===== config.mk =====
export PLATFORM = sky130hd
export DESIGN_NAME = nmea_rmc_position_parser_core
export DESIGN_NICKNAME = d
export VERILOG_FILES = /design/src/nrp_pkg.sv /design/src/nrp_front.sv /design/src/nrp_queue.sv /design/src/nrp_back.sv /design/src/nmea_rmc_position_parser_core.sv
export VERILOG_INCLUDE_DIRS = /design/src /design/src/src
export SDC_FILE = /design/constraint.sdc
export NUM_CORES = 2
export LEC_CHECK = 0
export BUFFER_PORTS_ARGS = -buffer_cell sky130_fd_sc_hd__clkbuf_2
export CORE_MARGIN = 2
export CORE_UTILIZATION = 53
export DETAILED_ROUTE_END_ITERATION = 8
export MAX_ROUTING_LAYER = met4
export PLACE_DENSITY = 0.71
export SYNTH_ARGS = -nofsm -noshare
export SYNTH_HDL_FRONTEND = slang
export SYNTH_HIERARCHICAL = 1
export SYNTH_SLANG_ARGS = --single-unit
export TNS_END_PERCENT = 100

===== constraint.sdc =====
create_clock -name i_clk -period 18.8 [get_ports i_clk]
set_input_delay 2.82 -clock i_clk [delete_from_list [all_inputs] [get_ports i_clk]]
set_output_delay 2.82 -clock i_clk [all_outputs]
set_load 0.005 [all_outputs]

===== src/nmea_rmc_position_parser_core_assert.svh =====
// Assertion macros shared by the NMEA RMC position parser modules.
`ifndef NMEA_RMC_POSITION_PARSER_CORE_ASSERT_SVH
`define NMEA_RMC_POSITION_PARSER_CORE_ASSERT_SVH

// Condition that must hold at every clock edge outside reset.
`define NRP_ASSERT_ALWAYS(label, cond, msg) \
    label: assert property (@(posedge i_clk) disable iff (!i_rst_n) (cond)) \
        else $error(msg);

// Consequence that must hold in the same cycle as its antecedent.
`define NRP_ASSERT_IMP(label, ante, cons, msg) \
    label: assert property (@(posedge i_clk) disable iff (!i_rst_n) (ante) |-> (cons)) \
        else $error(msg);

// Consequence that must hold in the cycle after its antecedent.
`define NRP_ASSERT_NEXT(label, ante, cons, msg) \
    label: assert property (@(posedge i_clk) disable iff (!i_rst_n) (ante) |=> (cons)) \
        else $error(msg);

`endif


===== src/nrp_pkg.sv =====
// Shared types, constants and helper functions of the NMEA RMC position parser.
`timescale 1ns / 1ps
`default_nettype none

package nrp_pkg;

    // Default build values.
    localparam int MAX_SENTENCE_BYTES_DEF = 128;
    localparam int QUEUE_DEPTH_DEF        = 2;

    // Field widths.
    localparam int LAT_DEG_W = 7;
    localparam int LON_DEG_W = 10;
    localparam int MIN_W     = 20;
    localparam int LAT_OUT_W = 27;
    localparam int LON_OUT_W = 30;
    localparam int M5_W      = 23;
    localparam int Q_W       = 21;

    // Result status codes.
    localparam logic [1:0] STATUS_OK        = 2'd0;
    localparam logic [1:0] STATUS_NO_FIX    = 2'd1;
    localparam logic [1:0] STATUS_BAD_COORD = 2'd2;

    // Characters of interest.
    localparam logic [7:0] CHAR_DOLLAR  = 8'h24;
    localparam logic [7:0] CHAR_NEWLINE = 8'h0A;
    localparam logic [7:0] CHAR_FIX_OK  = 8'h41;
    localparam logic [7:0] CHAR_ZERO    = 8'h30;
    localparam logic [7:0] CHAR_NINE    = 8'h39;

    // Offsets after the dollar sign.
    localparam int HEADER_LEN    = 5;
    localparam int POS_FIX       = 17;
    localparam int POS_LAT_FIRST = 19;
    localparam int POS_LAT_MIN   = 21;
    localparam int POS_LAT_DOT   = 23;
    localparam int POS_LAT_LAST  = 27;
    localparam int POS_NS        = 29;
    localparam int POS_LON_FIRST = 31;
    localparam int POS_LON_MIN   = 34;
    localparam int POS_LON_DOT   = 36;
    localparam int POS_LON_LAST  = 40;
    localparam int POS_EW        = 42;

    // Conversion constants: minutes_e4 * 5 / 3 by reciprocal multiplication.
    localparam int MICRO_PER_DEG = 1000000;
    localparam int DIV3_SHIFT    = 25;
    localparam int DIV3_MULT     = (1 << DIV3_SHIFT) / 3 + 1;
    localparam int DIV3_MULT_W   = 24;
    localparam int DIV3_PROD_W   = M5_W + DIV3_MULT_W;

    // One finished sentence handed from the front to the back.
    typedef struct packed {
        logic [1:0]           status;
        logic [LAT_DEG_W-1:0] lat_deg;
        logic [MIN_W-1:0]     lat_min;
        logic [LON_DEG_W-1:0] lon_deg;
        logic [MIN_W-1:0]     lon_min;
        logic [7:0]           ns;
        logic [7:0]           ew;
    } t_sentence;

    // Expected header character at a header offset.
    function automatic logic [7:0] header_char(input logic [2:0] idx);
        logic [7:0] c;
        case (idx)
            3'd0:    c = 8'h47;
            3'd1:    c = 8'h50;
            3'd2:    c = 8'h52;
            3'd3:    c = 8'h4D;
            3'd4:    c = 8'h43;
            default: c = 8'h00;
        endcase
        return c;
    endfunction

endpackage

`default_nettype wire


===== src/nrp_front.sv =====
// Front end: frames sentences byte by byte and gathers fix and coordinate fields.
`timescale 1ns / 1ps
`default_nettype none

module nrp_front #(
    parameter int MAX_SENTENCE_BYTES = nrp_pkg::MAX_SENTENCE_BYTES_DEF
) (
    input  wire logic               i_clk,
    input  wire logic               i_rst_n,
    input  wire logic               i_in_valid,
    output logic                    o_in_ready,
    input  wire logic [7:0]         i_rx_byte,
    input  wire logic               i_q_ready,
    output logic                    o_push,
    output nrp_pkg::t_sentence      o_rec
);

    localparam int PW = $clog2(MAX_SENTENCE_BYTES + 1);

    localparam logic [PW-1:0] P_HDR_LEN   = PW'(nrp_pkg::HEADER_LEN);
    localparam logic [PW-1:0] P_MAX       = PW'(MAX_SENTENCE_BYTES);
    localparam logic [PW-1:0] P_FIX       = PW'(nrp_pkg::POS_FIX);
    localparam logic [PW-1:0] P_LAT_FIRST = PW'(nrp_pkg::POS_LAT_FIRST);
    localparam logic [PW-1:0] P_LAT_MIN   = PW'(nrp_pkg::POS_LAT_MIN);
    localparam logic [PW-1:0] P_LAT_DOT   = PW'(nrp_pkg::POS_LAT_DOT);
    localparam logic [PW-1:0] P_LAT_LAST  = PW'(nrp_pkg::POS_LAT_LAST);
    localparam logic [PW-1:0] P_NS        = PW'(nrp_pkg::POS_NS);
    localparam logic [PW-1:0] P_LON_FIRST = PW'(nrp_pkg::POS_LON_FIRST);
    localparam logic [PW-1:0] P_LON_MIN   = PW'(nrp_pkg::POS_LON_MIN);
    localparam logic [PW-1:0] P_LON_DOT   = PW'(nrp_pkg::POS_LON_DOT);
    localparam logic [PW-1:0] P_LON_LAST  = PW'(nrp_pkg::POS_LON_LAST);
    localparam logic [PW-1:0] P_EW        = PW'(nrp_pkg::POS_EW);

    typedef enum logic [1:0] {
        PH_IDLE,
        PH_HEADER,
        PH_BODY
    } t_phase;

    t_phase                            r_phase;
    logic [PW-1:0]                     r_pos;
    logic                              r_header_ok;
    logic [7:0]                        r_fix;
    logic [nrp_pkg::LAT_DEG_W-1:0]     r_lat_deg;
    logic [nrp_pkg::MIN_W-1:0]         r_lat_min;
    logic [nrp_pkg::LON_DEG_W-1:0]     r_lon_deg;
    logic [nrp_pkg::MIN_W-1:0]         r_lon_min;
    logic [7:0]                        r_ns;
    logic [7:0]                        r_ew;
    logic                              r_digit_err;

    logic                              w_accept;
    logic                              w_is_digit;
    logic [3:0]                        w_digit;
    logic                              w_in_lat;
    logic                              w_in_lon;
    logic                              w_body_live;
    logic [1:0]                        w_status;
    logic [nrp_pkg::LAT_DEG_W-1:0]     w_lat_deg_acc;
    logic [nrp_pkg::MIN_W-1:0]         w_lat_min_acc;
    logic [nrp_pkg::LON_DEG_W-1:0]     w_lon_deg_acc;
    logic [nrp_pkg::MIN_W-1:0]         w_lon_min_acc;

    // A byte is taken whenever the queue can hold a possible result.
    assign o_in_ready = i_q_ready;
    assign w_accept   = i_in_valid && i_q_ready;

    // Digit decode and the decimal accumulators, wrapping at their widths.
    assign w_is_digit    = (i_rx_byte >= nrp_pkg::CHAR_ZERO) && (i_rx_byte <= nrp_pkg::CHAR_NINE);
    assign w_digit       = i_rx_byte[3:0];
    assign w_lat_deg_acc = nrp_pkg::LAT_DEG_W'(r_lat_deg * 7'd10 + 7'(w_digit));
    assign w_lat_min_acc = nrp_pkg::MIN_W'(r_lat_min * 20'd10 + 20'(w_digit));
    assign w_lon_deg_acc = nrp_pkg::LON_DEG_W'(r_lon_deg * 10'd10 + 10'(w_digit));
    assign w_lon_min_acc = nrp_pkg::MIN_W'(r_lon_min * 20'd10 + 20'(w_digit));

    // Coordinate digit windows, dots excluded.
    assign w_in_lat = (r_pos >= P_LAT_FIRST) && (r_pos <= P_LAT_LAST) && (r_pos != P_LAT_DOT);
    assign w_in_lon = (r_pos >= P_LON_FIRST) && (r_pos <= P_LON_LAST) && (r_pos != P_LON_DOT);

    // A body byte that still counts towards the sentence.
    assign w_body_live = (i_rx_byte != nrp_pkg::CHAR_DOLLAR) && (r_phase == PH_BODY)
                         && r_header_ok && (r_pos < P_MAX);

    // Status of the sentence that a newline would close now.
    always_comb begin
        if (r_fix != nrp_pkg::CHAR_FIX_OK) begin
            w_status = nrp_pkg::STATUS_NO_FIX;
        end else if (r_digit_err || (r_pos <= P_LON_LAST)) begin
            w_status = nrp_pkg::STATUS_BAD_COORD;
        end else begin
            w_status = nrp_pkg::STATUS_OK;
        end
    end

    // Result request towards the queue; the fields are zero unless the status is OK.
    assign o_push = w_accept && w_body_live && (i_rx_byte == nrp_pkg::CHAR_NEWLINE);

    always_comb begin
        o_rec        = '0;
        o_rec.status = w_status;
        if (w_status == nrp_pkg::STATUS_OK) begin
            o_rec.lat_deg = r_lat_deg;
            o_rec.lat_min = r_lat_min;
            o_rec.lon_deg = r_lon_deg;
            o_rec.lon_min = r_lon_min;
            o_rec.ns      = r_ns;
            o_rec.ew      = r_ew;
        end
    end

    // Framing state machine and field capture.
    always_ff @(posedge i_clk) begin
        if (!i_rst_n) begin
            r_phase     <= PH_IDLE;
            r_pos       <= '0;
            r_header_ok <= 1'b0;
            r_fix       <= '0;
            r_lat_deg   <= '0;
            r_lat_min   <= '0;
            r_lon_deg   <= '0;
            r_lon_min   <= '0;
            r_ns        <= '0;
            r_ew        <= '0;
            r_digit_err <= 1'b0;
        end else if (w_accept) begin
            if (i_rx_byte == nrp_pkg::CHAR_DOLLAR) begin
                r_phase     <= PH_HEADER;
                r_pos       <= '0;
                r_header_ok <= 1'b0;
                r_fix       <= '0;
                r_lat_deg   <= '0;
                r_lat_min   <= '0;
                r_lon_deg   <= '0;
                r_lon_min   <= '0;
                r_ns        <= '0;
                r_ew        <= '0;
                r_digit_err <= 1'b0;
            end else begin
                unique case (r_phase)
                    PH_HEADER: begin
                        if ((r_pos >= P_HDR_LEN)
                            || (i_rx_byte != nrp_pkg::header_char(r_pos[2:0]))) begin
                            r_phase <= PH_IDLE;
                        end else begin
                            r_pos <= r_pos + 1'b1;
                            if ((r_pos + 1'b1) == P_HDR_LEN) begin
                                r_header_ok <= 1'b1;
                                r_phase     <= PH_BODY;
                            end
                        end
                    end
                    PH_BODY: begin
                        if (!w_body_live || (i_rx_byte == nrp_pkg::CHAR_NEWLINE)) begin
                            r_phase <= PH_IDLE;
                        end else begin
                            r_pos <= r_pos + 1'b1;
                            if (r_pos == P_FIX) begin
                                r_fix <= i_rx_byte;
                            end else if (r_pos == P_NS) begin
                                r_ns <= i_rx_byte;
                            end else if (r_pos == P_EW) begin
                                r_ew <= i_rx_byte;
                            end else if (w_in_lat) begin
                                if (!w_is_digit) begin
                                    r_digit_err <= 1'b1;
                                end else if (r_pos < P_LAT_MIN) begin
                                    r_lat_deg <= w_lat_deg_acc;
                                end else begin
                                    r_lat_min <= w_lat_min_acc;
                                end
                            end else if (w_in_lon) begin
                                if (!w_is_digit) begin
                                    r_digit_err <= 1'b1;
                                end else if (r_pos < P_LON_MIN) begin
                                    r_lon_deg <= w_lon_deg_acc;
                                end else begin
                                    r_lon_min <= w_lon_min_acc;
                                end
                            end
                        end
                    end
                    default: begin
                        r_phase <= PH_IDLE;
                    end
                endcase
            end
        end
    end

endmodule

`default_nettype wire


===== src/nrp_queue.sv =====
// Short register queue of finished sentences between the front and the back.
`timescale 1ns / 1ps
`default_nettype none

module nrp_queue #(
    parameter int QUEUE_DEPTH = nrp_pkg::QUEUE_DEPTH_DEF
) (
    input  wire logic               i_clk,
    input  wire logic               i_rst_n,
    input  wire logic               i_push,
    input  wire nrp_pkg::t_sentence i_rec,
    output logic                    o_push_ready,
    output logic                    o_valid,
    input  wire logic               i_ready,
    output nrp_pkg::t_sentence      o_rec
);

`include "nmea_rmc_position_parser_core_assert.svh"

    localparam int AW = (QUEUE_DEPTH > 1) ? $clog2(QUEUE_DEPTH) : 1;
    localparam int CW = $clog2(QUEUE_DEPTH + 1);
    localparam logic [AW-1:0] LAST_IDX = AW'(QUEUE_DEPTH - 1);
    localparam logic [CW-1:0] FULL_CNT = CW'(QUEUE_DEPTH);

    nrp_pkg::t_sentence r_slot [QUEUE_DEPTH];
    logic [AW-1:0]      r_wr_ptr;
    logic [AW-1:0]      r_rd_ptr;
    logic [CW-1:0]      r_count;
    logic               w_pop;

    assign o_push_ready = (r_count != FULL_CNT);
    assign o_valid      = (r_count != '0);
    assign o_rec        = r_slot[r_rd_ptr];
    assign w_pop        = o_valid && i_ready;

    // Pointers and fill count.
    always_ff @(posedge i_clk) begin
        if (!i_rst_n) begin
            r_wr_ptr <= '0;
            r_rd_ptr <= '0;
            r_count  <= '0;
        end else begin
            if (i_push) begin
                r_wr_ptr <= (r_wr_ptr == LAST_IDX) ? '0 : r_wr_ptr + 1'b1;
            end
            if (w_pop) begin
                r_rd_ptr <= (r_rd_ptr == LAST_IDX) ? '0 : r_rd_ptr + 1'b1;
            end
            if (i_push && !w_pop) begin
                r_count <= r_count + 1'b1;
            end else if (!i_push && w_pop) begin
                r_count <= r_count - 1'b1;
            end
        end
    end

    // Entry storage.
    always_ff @(posedge i_clk) begin
        if (i_push) begin
            r_slot[r_wr_ptr] <= i_rec;
        end
    end

    // The fill count never passes the depth.
    `NRP_ASSERT_ALWAYS(a_count_bound, r_count <= FULL_CNT, "queue count exceeds depth")
    // A push without a pop grows the count by one.
    `NRP_ASSERT_NEXT(a_count_grow, i_push && !w_pop, r_count == $past(r_count) + 1'b1, "queue count did not grow")
    // A push into an empty queue shows up at the head next cycle.
    `NRP_ASSERT_NEXT(a_head_fill, i_push && (r_count == '0), o_valid && (o_rec == $past(i_rec)), "queue head lost a request")

endmodule

`default_nettype wire


===== src/nrp_back.sv =====
// Back end: converts degrees and minutes to micro-degrees in a three-stage pipeline.
`timescale 1ns / 1ps
`default_nettype none

module nrp_back (
    input  wire logic                                i_clk,
    input  wire logic                                i_rst_n,
    input  wire logic                                i_valid,
    output logic                                     o_ready,
    input  wire nrp_pkg::t_sentence                  i_rec,
    output logic                                     o_out_valid,
    input  wire logic                                i_out_ready,
    output logic [1:0]                               o_status,
    output logic [nrp_pkg::LAT_OUT_W-1:0]            o_latitude_micro_deg,
    output logic [nrp_pkg::LON_OUT_W-1:0]            o_longitude_micro_deg,
    output logic [7:0]                               o_lat_hemisphere,
    output logic [7:0]                               o_lon_hemisphere
);

`include "nmea_rmc_position_parser_core_assert.svh"

    typedef struct packed {
        logic [1:0]                      status;
        logic [7:0]                      ns;
        logic [7:0]                      ew;
        logic [nrp_pkg::LAT_OUT_W-1:0]   lat_dp;
        logic [nrp_pkg::LON_OUT_W-1:0]   lon_dp;
        logic [nrp_pkg::M5_W-1:0]        lat_m5;
        logic [nrp_pkg::M5_W-1:0]        lon_m5;
    } t_stage1;

    typedef struct packed {
        logic [1:0]                      status;
        logic [7:0]                      ns;
        logic [7:0]                      ew;
        logic [nrp_pkg::LAT_OUT_W-1:0]   lat_dp;
        logic [nrp_pkg::LON_OUT_W-1:0]   lon_dp;
        logic [nrp_pkg::Q_W-1:0]         lat_q;
        logic [nrp_pkg::Q_W-1:0]         lon_q;
    } t_stage2;

    logic     r_s1_valid;
    logic     r_s2_valid;
    logic     r_s3_valid;
    t_stage1  r_s1;
    t_stage2  r_s2;
    t_stage1  n_s1;
    t_stage2  n_s2;
    logic     w_adv1;
    logic     w_adv2;
    logic     w_adv3;
    logic     w_pop;
    logic     w_fields_zero;
    logic [nrp_pkg::DIV3_PROD_W-1:0] w_lat_prod;
    logic [nrp_pkg::DIV3_PROD_W-1:0] w_lon_prod;

    // Each stage moves on when the one after it is empty or moving.
    assign w_adv3  = !r_s3_valid || i_out_ready;
    assign w_adv2  = !r_s2_valid || w_adv3;
    assign w_adv1  = !r_s1_valid || w_adv2;
    assign o_ready = w_adv1;
    assign w_pop   = i_valid && w_adv1;

    // Stage one: degrees times one million, minutes times five.
    always_comb begin
        n_s1.status = i_rec.status;
        n_s1.ns     = i_rec.ns;
        n_s1.ew     = i_rec.ew;
        n_s1.lat_dp = nrp_pkg::LAT_OUT_W'(i_rec.lat_deg)
                      * nrp_pkg::LAT_OUT_W'(nrp_pkg::MICRO_PER_DEG);
        n_s1.lon_dp = nrp_pkg::LON_OUT_W'(i_rec.lon_deg)
                      * nrp_pkg::LON_OUT_W'(nrp_pkg::MICRO_PER_DEG);
        n_s1.lat_m5 = nrp_pkg::M5_W'({i_rec.lat_min, 2'b00}) + nrp_pkg::M5_W'(i_rec.lat_min);
        n_s1.lon_m5 = nrp_pkg::M5_W'({i_rec.lon_min, 2'b00}) + nrp_pkg::M5_W'(i_rec.lon_min);
    end

    // Stage two: division by three through the reciprocal.
    assign w_lat_prod = nrp_pkg::DIV3_PROD_W'(r_s1.lat_m5)
                        * nrp_pkg::DIV3_PROD_W'(nrp_pkg::DIV3_MULT);
    assign w_lon_prod = nrp_pkg::DIV3_PROD_W'(r_s1.lon_m5)
                        * nrp_pkg::DIV3_PROD_W'(nrp_pkg::DIV3_MULT);

    always_comb begin
        n_s2.status = r_s1.status;
        n_s2.ns     = r_s1.ns;
        n_s2.ew     = r_s1.ew;
        n_s2.lat_dp = r_s1.lat_dp;
        n_s2.lon_dp = r_s1.lon_dp;
        n_s2.lat_q  = nrp_pkg::Q_W'(w_lat_prod >> nrp_pkg::DIV3_SHIFT);
        n_s2.lon_q  = nrp_pkg::Q_W'(w_lon_prod >> nrp_pkg::DIV3_SHIFT);
    end

    // Stage valid flags.
    always_ff @(posedge i_clk) begin
        if (!i_rst_n) begin
            r_s1_valid <= 1'b0;
            r_s2_valid <= 1'b0;
            r_s3_valid <= 1'b0;
        end else begin
            if (w_adv1) begin
                r_s1_valid <= i_valid;
            end
            if (w_adv2) begin
                r_s2_valid <= r_s1_valid;
            end
            if (w_adv3) begin
                r_s3_valid <= r_s2_valid;
            end
        end
    end

    // Stage payloads; stage three is the output register.
    always_ff @(posedge i_clk) begin
        if (w_adv1) begin
            r_s1 <= n_s1;
        end
        if (w_adv2) begin
            r_s2 <= n_s2;
        end
        if (w_adv3) begin
            o_status              <= r_s2.status;
            o_lat_hemisphere      <= r_s2.ns;
            o_lon_hemisphere      <= r_s2.ew;
            o_latitude_micro_deg  <= r_s2.lat_dp + nrp_pkg::LAT_OUT_W'(r_s2.lat_q);
            o_longitude_micro_deg <= r_s2.lon_dp + nrp_pkg::LON_OUT_W'(r_s2.lon_q);
        end
    end

    assign o_out_valid = r_s3_valid;

    // All result fields of the output register are zero.
    assign w_fields_zero = (o_latitude_micro_deg == '0) && (o_longitude_micro_deg == '0)
                           && (o_lat_hemisphere == '0) && (o_lon_hemisphere == '0);

    // A result whose status is not OK carries only zero fields.
    `NRP_ASSERT_IMP(a_zero_on_error, r_s3_valid && (o_status != nrp_pkg::STATUS_OK), w_fields_zero, "non-zero fields")
    // A request taken from the queue lands in stage one.
    `NRP_ASSERT_NEXT(a_pop_lands, w_pop, r_s1_valid, "popped request lost")
    // A stalled middle stage keeps its contents.
    `NRP_ASSERT_NEXT(a_s2_hold, r_s2_valid && !w_adv2, r_s2_valid && $stable(r_s2), "stalled stage changed")

endmodule

`default_nettype wire


===== src/nmea_rmc_position_parser_core.sv =====
// Top level of the NMEA RMC position parser: framing front, result queue, conversion back.
//
//   Channel  Direction  Handshake                 Payload
//   input    in         i_in_valid / o_in_ready   i_rx_byte
//   output   out        o_out_valid / i_out_ready o_status, o_latitude_micro_deg,
//                                                 o_longitude_micro_deg,
//                                                 o_lat_hemisphere, o_lon_hemisphere
//
// One byte is taken every cycle while the result queue has room.
// A result goes from its newline through the queue, then stage one, stage two and the
// output register; the pipeline's divide-by-three multiplier sets the stage split.
// Reset is synchronous and active low; no clearing pass follows it.
// When results are not taken the pipeline fills, then the queue, and only then
// does o_in_ready fall.
`timescale 1ns / 1ps
`default_nettype none

module nmea_rmc_position_parser_core #(
    parameter int MAX_SENTENCE_BYTES = nrp_pkg::MAX_SENTENCE_BYTES_DEF,
    parameter int QUEUE_DEPTH        = nrp_pkg::QUEUE_DEPTH_DEF
) (
    input  wire logic                           i_clk,
    input  wire logic                           i_rst_n,
    input  wire logic                           i_in_valid,
    output logic                                o_in_ready,
    input  wire logic [7:0]                     i_rx_byte,
    output logic                                o_out_valid,
    input  wire logic                           i_out_ready,
    output logic [1:0]                          o_status,
    output logic [nrp_pkg::LAT_OUT_W-1:0]       o_latitude_micro_deg,
    output logic [nrp_pkg::LON_OUT_W-1:0]       o_longitude_micro_deg,
    output logic [7:0]                          o_lat_hemisphere,
    output logic [7:0]                          o_lon_hemisphere
);

    logic               w_push;
    logic               w_push_ready;
    nrp_pkg::t_sentence w_front_rec;
    logic               w_q_valid;
    logic               w_q_ready;
    nrp_pkg::t_sentence w_q_rec;

    // Sentence framing and field capture.
    nrp_front #(
        .MAX_SENTENCE_BYTES (MAX_SENTENCE_BYTES)
    ) u_front (
        .i_clk      (i_clk),
        .i_rst_n    (i_rst_n),
        .i_in_valid (i_in_valid),
        .o_in_ready (o_in_ready),
        .i_rx_byte  (i_rx_byte),
        .i_q_ready  (w_push_ready),
        .o_push     (w_push),
        .o_rec      (w_front_rec)
    );

    // Decoupling queue.
    nrp_queue #(
        .QUEUE_DEPTH (QUEUE_DEPTH)
    ) u_queue (
        .i_clk        (i_clk),
        .i_rst_n      (i_rst_n),
        .i_push       (w_push),
        .i_rec        (w_front_rec),
        .o_push_ready (w_push_ready),
        .o_valid      (w_q_valid),
        .i_ready      (w_q_ready),
        .o_rec        (w_q_rec)
    );

    // Coordinate conversion and output register.
    nrp_back u_back (
        .i_clk                 (i_clk),
        .i_rst_n               (i_rst_n),
        .i_valid               (w_q_valid),
        .o_ready               (w_q_ready),
        .i_rec                 (w_q_rec),
        .o_out_valid           (o_out_valid),
        .i_out_ready           (i_out_ready),
        .o_status              (o_status),
        .o_latitude_micro_deg  (o_latitude_micro_deg),
        .o_longitude_micro_deg (o_longitude_micro_deg),
        .o_lat_hemisphere      (o_lat_hemisphere),
        .o_lon_hemisphere      (o_lon_hemisphere)
    );

endmodule

`default_nettype wire


==> results by group <==
Timing
  – Final setup TNS: 0 ns
  – Fin crit share: 37.0%
  – Fin. max-slew vios: 0
  – Fin worst setup slack: 11.85 ns
  – RSZ-0062 raised after global routing: false
  – Worst clock skew: 0.0489 ns
  – Tmin final: 6.95 ns
  – Max Fclk: ~0.14 GHz
  – Hold Slack: 0.407 ns
  – Hold Fails Final Rpt: 0
  – Final setup violation count: 0
  – Least-Margin Pin Slew: roughly 1.2 ns
  – Slew HR: between 20% and 30%

Floorplan
  – Die X: 289 um
  – Starting density of the core: 53.5%
  – Die Ht: 289 um
  – FP Rows: ~100
  – Core Box Area: ~0.080 sq mm
  – I/O pins: 89
  – Full die area: 0.0835 sq mm

Global route
  – Vias in the first global route: 27.1k
  – Antenna violations before repair: 0
  – First-pass GRT wire length: 137 mm
  – Largest net degree at the start of global routing: 96
  – Grt total ovfl: 0
  – GRT Util Overall: 21.0%

Placed design
  – Placed Instance Area: 0.0447 sq mm
  – Final Wtd Congestion: 0.954
  – Number of port buffers: 88
  – Pre-CTS WS: about 12 ns
  – Post-DP HPWL: 64.0 mm

Layout
  – Reg area: 0.0152 sq mm
  – Share of cells above drive strength 1: under 10%
  – Final #Nets: 4818
  – Multi-input logic area: 0.0254 sq mm
  – Fill count: 6630
  – Ant diodes: 0
  – Finished Cell Area: around 0.047 sq mm
  – Commonest non-fill, non-tap cell in the layout: ha_1
  – Most frequent cells in the layout: ha_1 (643), inv_1 (603), edfxtp_1 (439)
  – Layout area overhead: 8.58%

Pwr
  – Worst VDD drop: approximately 0.000084 V
  – Leakage: 24.0 nW
  – Pwr per Cell Area: 74.0 mW/mm^2
  – Power, Total: 0.00346 W

Logic synthesis
  – Post-synthesis async set-or-reset flop share: 0%
  – Synthesis Warnings: 6
  – Post-Syn Area per Cell: around 12 sq um
  – Most common flop cell mapped by yosys: edfxtp_1
  – Syn_nets: 4714
  – Gate Count Post-Synth: roughly 3.7k
  – Post-synth EDFFs: around 440
  – Synth Cell Area: 0.0431 sq mm
  – Post-synthesis sequential area ratio: 35.3%
  – Flop and latch count out of synthesis: 540
  – Netlist cell types: 99

Worst setup path
  – Max incr delay on CP: between 0.6 and 0.7 ns
  – Crit path DAT: 7.34 ns
  – Crit-path most repeated cell: fa_1
  – Critical-path top delay cell: fa_1
  – Startpoint type of the worst setup path: flop
  – CP Capture Type: flop
  – CP Max Fanout: 5
  – CP delay by family, top: adder cells
  – Worst Path Required: 19.18 ns
  – Critical path class: flop to flop
  – Cell Chain, Critical Path: ha_1, fa_1, fa_1, fa_1, inv_1, fa_1, inv_1, fa_1, inv_1, fa_1, inv_1, ha_1, nand4_1, a2111oi_0, o211ai_1, nand4_1, nand4_1, a21oi_1, a21oi_1, o21ba_2, xnor2_1
  – WP buf/inv: 4

Clocking
  – Clock sink total: 540
  – CTS clk-pin slew, worst paths: roughly 0.070 ns
  – Clock Path Buffers: 3
  – CTS tree: built
  – Resized Gates After CTS: 0
  – Hold_buf cts: 0
  – Clock root buffer: clkbuf_16
  – Num CTS Buffers: 59
  – Post-CTS Setup Inserts: 0
  – Clk Latency, worst-skew pair: roughly 0.65 ns
  – Htree depth: 2

Drt
  – First drt pass iteration count: 5
  – Drt via density: 5.37
  – Final ANT Viol Nets: 0
  – Initial DRC count: 1391
  – Routed via count: ~27k
  – Number of remaining DRC errors: 0
  – Avg WL per Cell: around 17 um
  – Final WL: 82.9 mm

Run status
  – Status: finished clean

Min path
  – Hold Path Class: flop to flop

Run
  – Max-cap violations: 0
## report_power, final
group          internal (W)  total [W]  leakage, nW  switching, W
clock network      0.000718    0.00122        0.984      0.000506
registers           0.00143    0.00150         5.74     0.0000677
logic              0.000311   0.000741         17.2      0.000430
total               0.00246    0.00346         24.0       0.00100
## layer usage
| metal | share of wire (%) | track usage, % |
|---|---|---|
| met1 | 48 | 29.1 |
| met2 | 46 | 33.1 |
| met3 | 4.0 | 2.78 |
| met4 | 1.8 | 4.43 |
| met5 | 0 | - |
## area by class of cell
type | instances | area share [%]
repair buffers | 96 | 1.07
clock inverters | 42 | 1.19
flip-flops and latches | 540 | 32.5
inverters | 604 | 4.86
clock buffers | 69 | 3.28
multi-input cells | 2531 | 54.2
well taps | 1060 | 2.84
## worst paths after layout
kind / from / cells after the start / slack [ns] / to
hold reg to reg: u_back/r_s2[1]$_DFFE_PP_ / 0 / 0.41 / u_back/o_longitude_micro_deg[1]$_DFFE_PP_
setup reg to reg: u_back/r_s1[25]$_DFFE_PP_ / 21 / 11.85 / u_back/r_s2[32]$_DFFE_PP_
setup / recovery: u_back/r_s1[25]$_DFFE_PP_ / 21 / 11.85 / u_back/r_s2[32]$_DFFE_PP_
hold / removal: u_back/r_s2[1]$_DFFE_PP_ / 0 / 0.41 / u_back/o_longitude_micro_deg[1]$_DFFE_PP_
## kinds of logic (layout without fill, tap and decap cells)
logic type               Yosys count  count (layout)  share of synthesized area [%]
AO/OA/AOI/OAI                    557             557                           8.82
XOR/XNOR                         249             249                           5.08
adder cells (fa/ha/maj)          974             974                           34.1
buffers and inverters            657             811                           5.90
flip-flops                       540             540                           35.3
multiplexers                      99              99                           2.52
AND/OR/NAND/NOR                  652             652                           8.28
## per-stage QoR
stage          cells  utilization, %
6_report        4942            58.1
5_1_grt         4942            58.1
4_1_cts         4942            58.1
3_5_place_dp    4831            55.5
3_3_place_gp    4831            55.5
2_1_floorplan   3728               -
## synthesized netlist by cell type, drive strengths merged, types with 26 or more instances
cell,n,share of area [%]
and2,98,1.4
nor3,46,0.56
o21a,26,0.47
a21oi,148,1.8
clkbuf,32,0.28
and3,37,0.54
a21o,77,1.3
mux2,75,2.0
edfxtp,439,31
fa,331,15
o21ai,92,1.1
nand3,46,0.55
nand2,114,1.0
dfxtp,101,4.7
inv,604,5.3
xnor2,177,3.6
xor2,72,1.5
a22oi,39,0.68
nor2,102,0.90
ha,643,19
nor2b,93,1.4
## sequential cells by signal (all words and copies together) (netlist names), 2 cells and up, named ones only
register	cells
u_queue/r_slot	150
u_back/r_s2	105
u_back/n_s2	63
u_back/r_s1	46
u_back/o_longitude_micro_deg	30
u_back/o_latitude_micro_deg	27
u_front/r_lat_min	20
u_front/r_lon_min	20
u_front/r_lon_deg	10
u_back/o_lat_hemisphere	8
u_back/o_lon_hemisphere	8
u_front/r_ew	8
u_front/r_fix	8
u_front/r_ns	8
u_front/r_pos	8
u_front/r_lat_deg	7
u_back/o_status	2
u_front/r_phase	2
u_queue/r_count	2
Power figures use the tool's default switching activity.
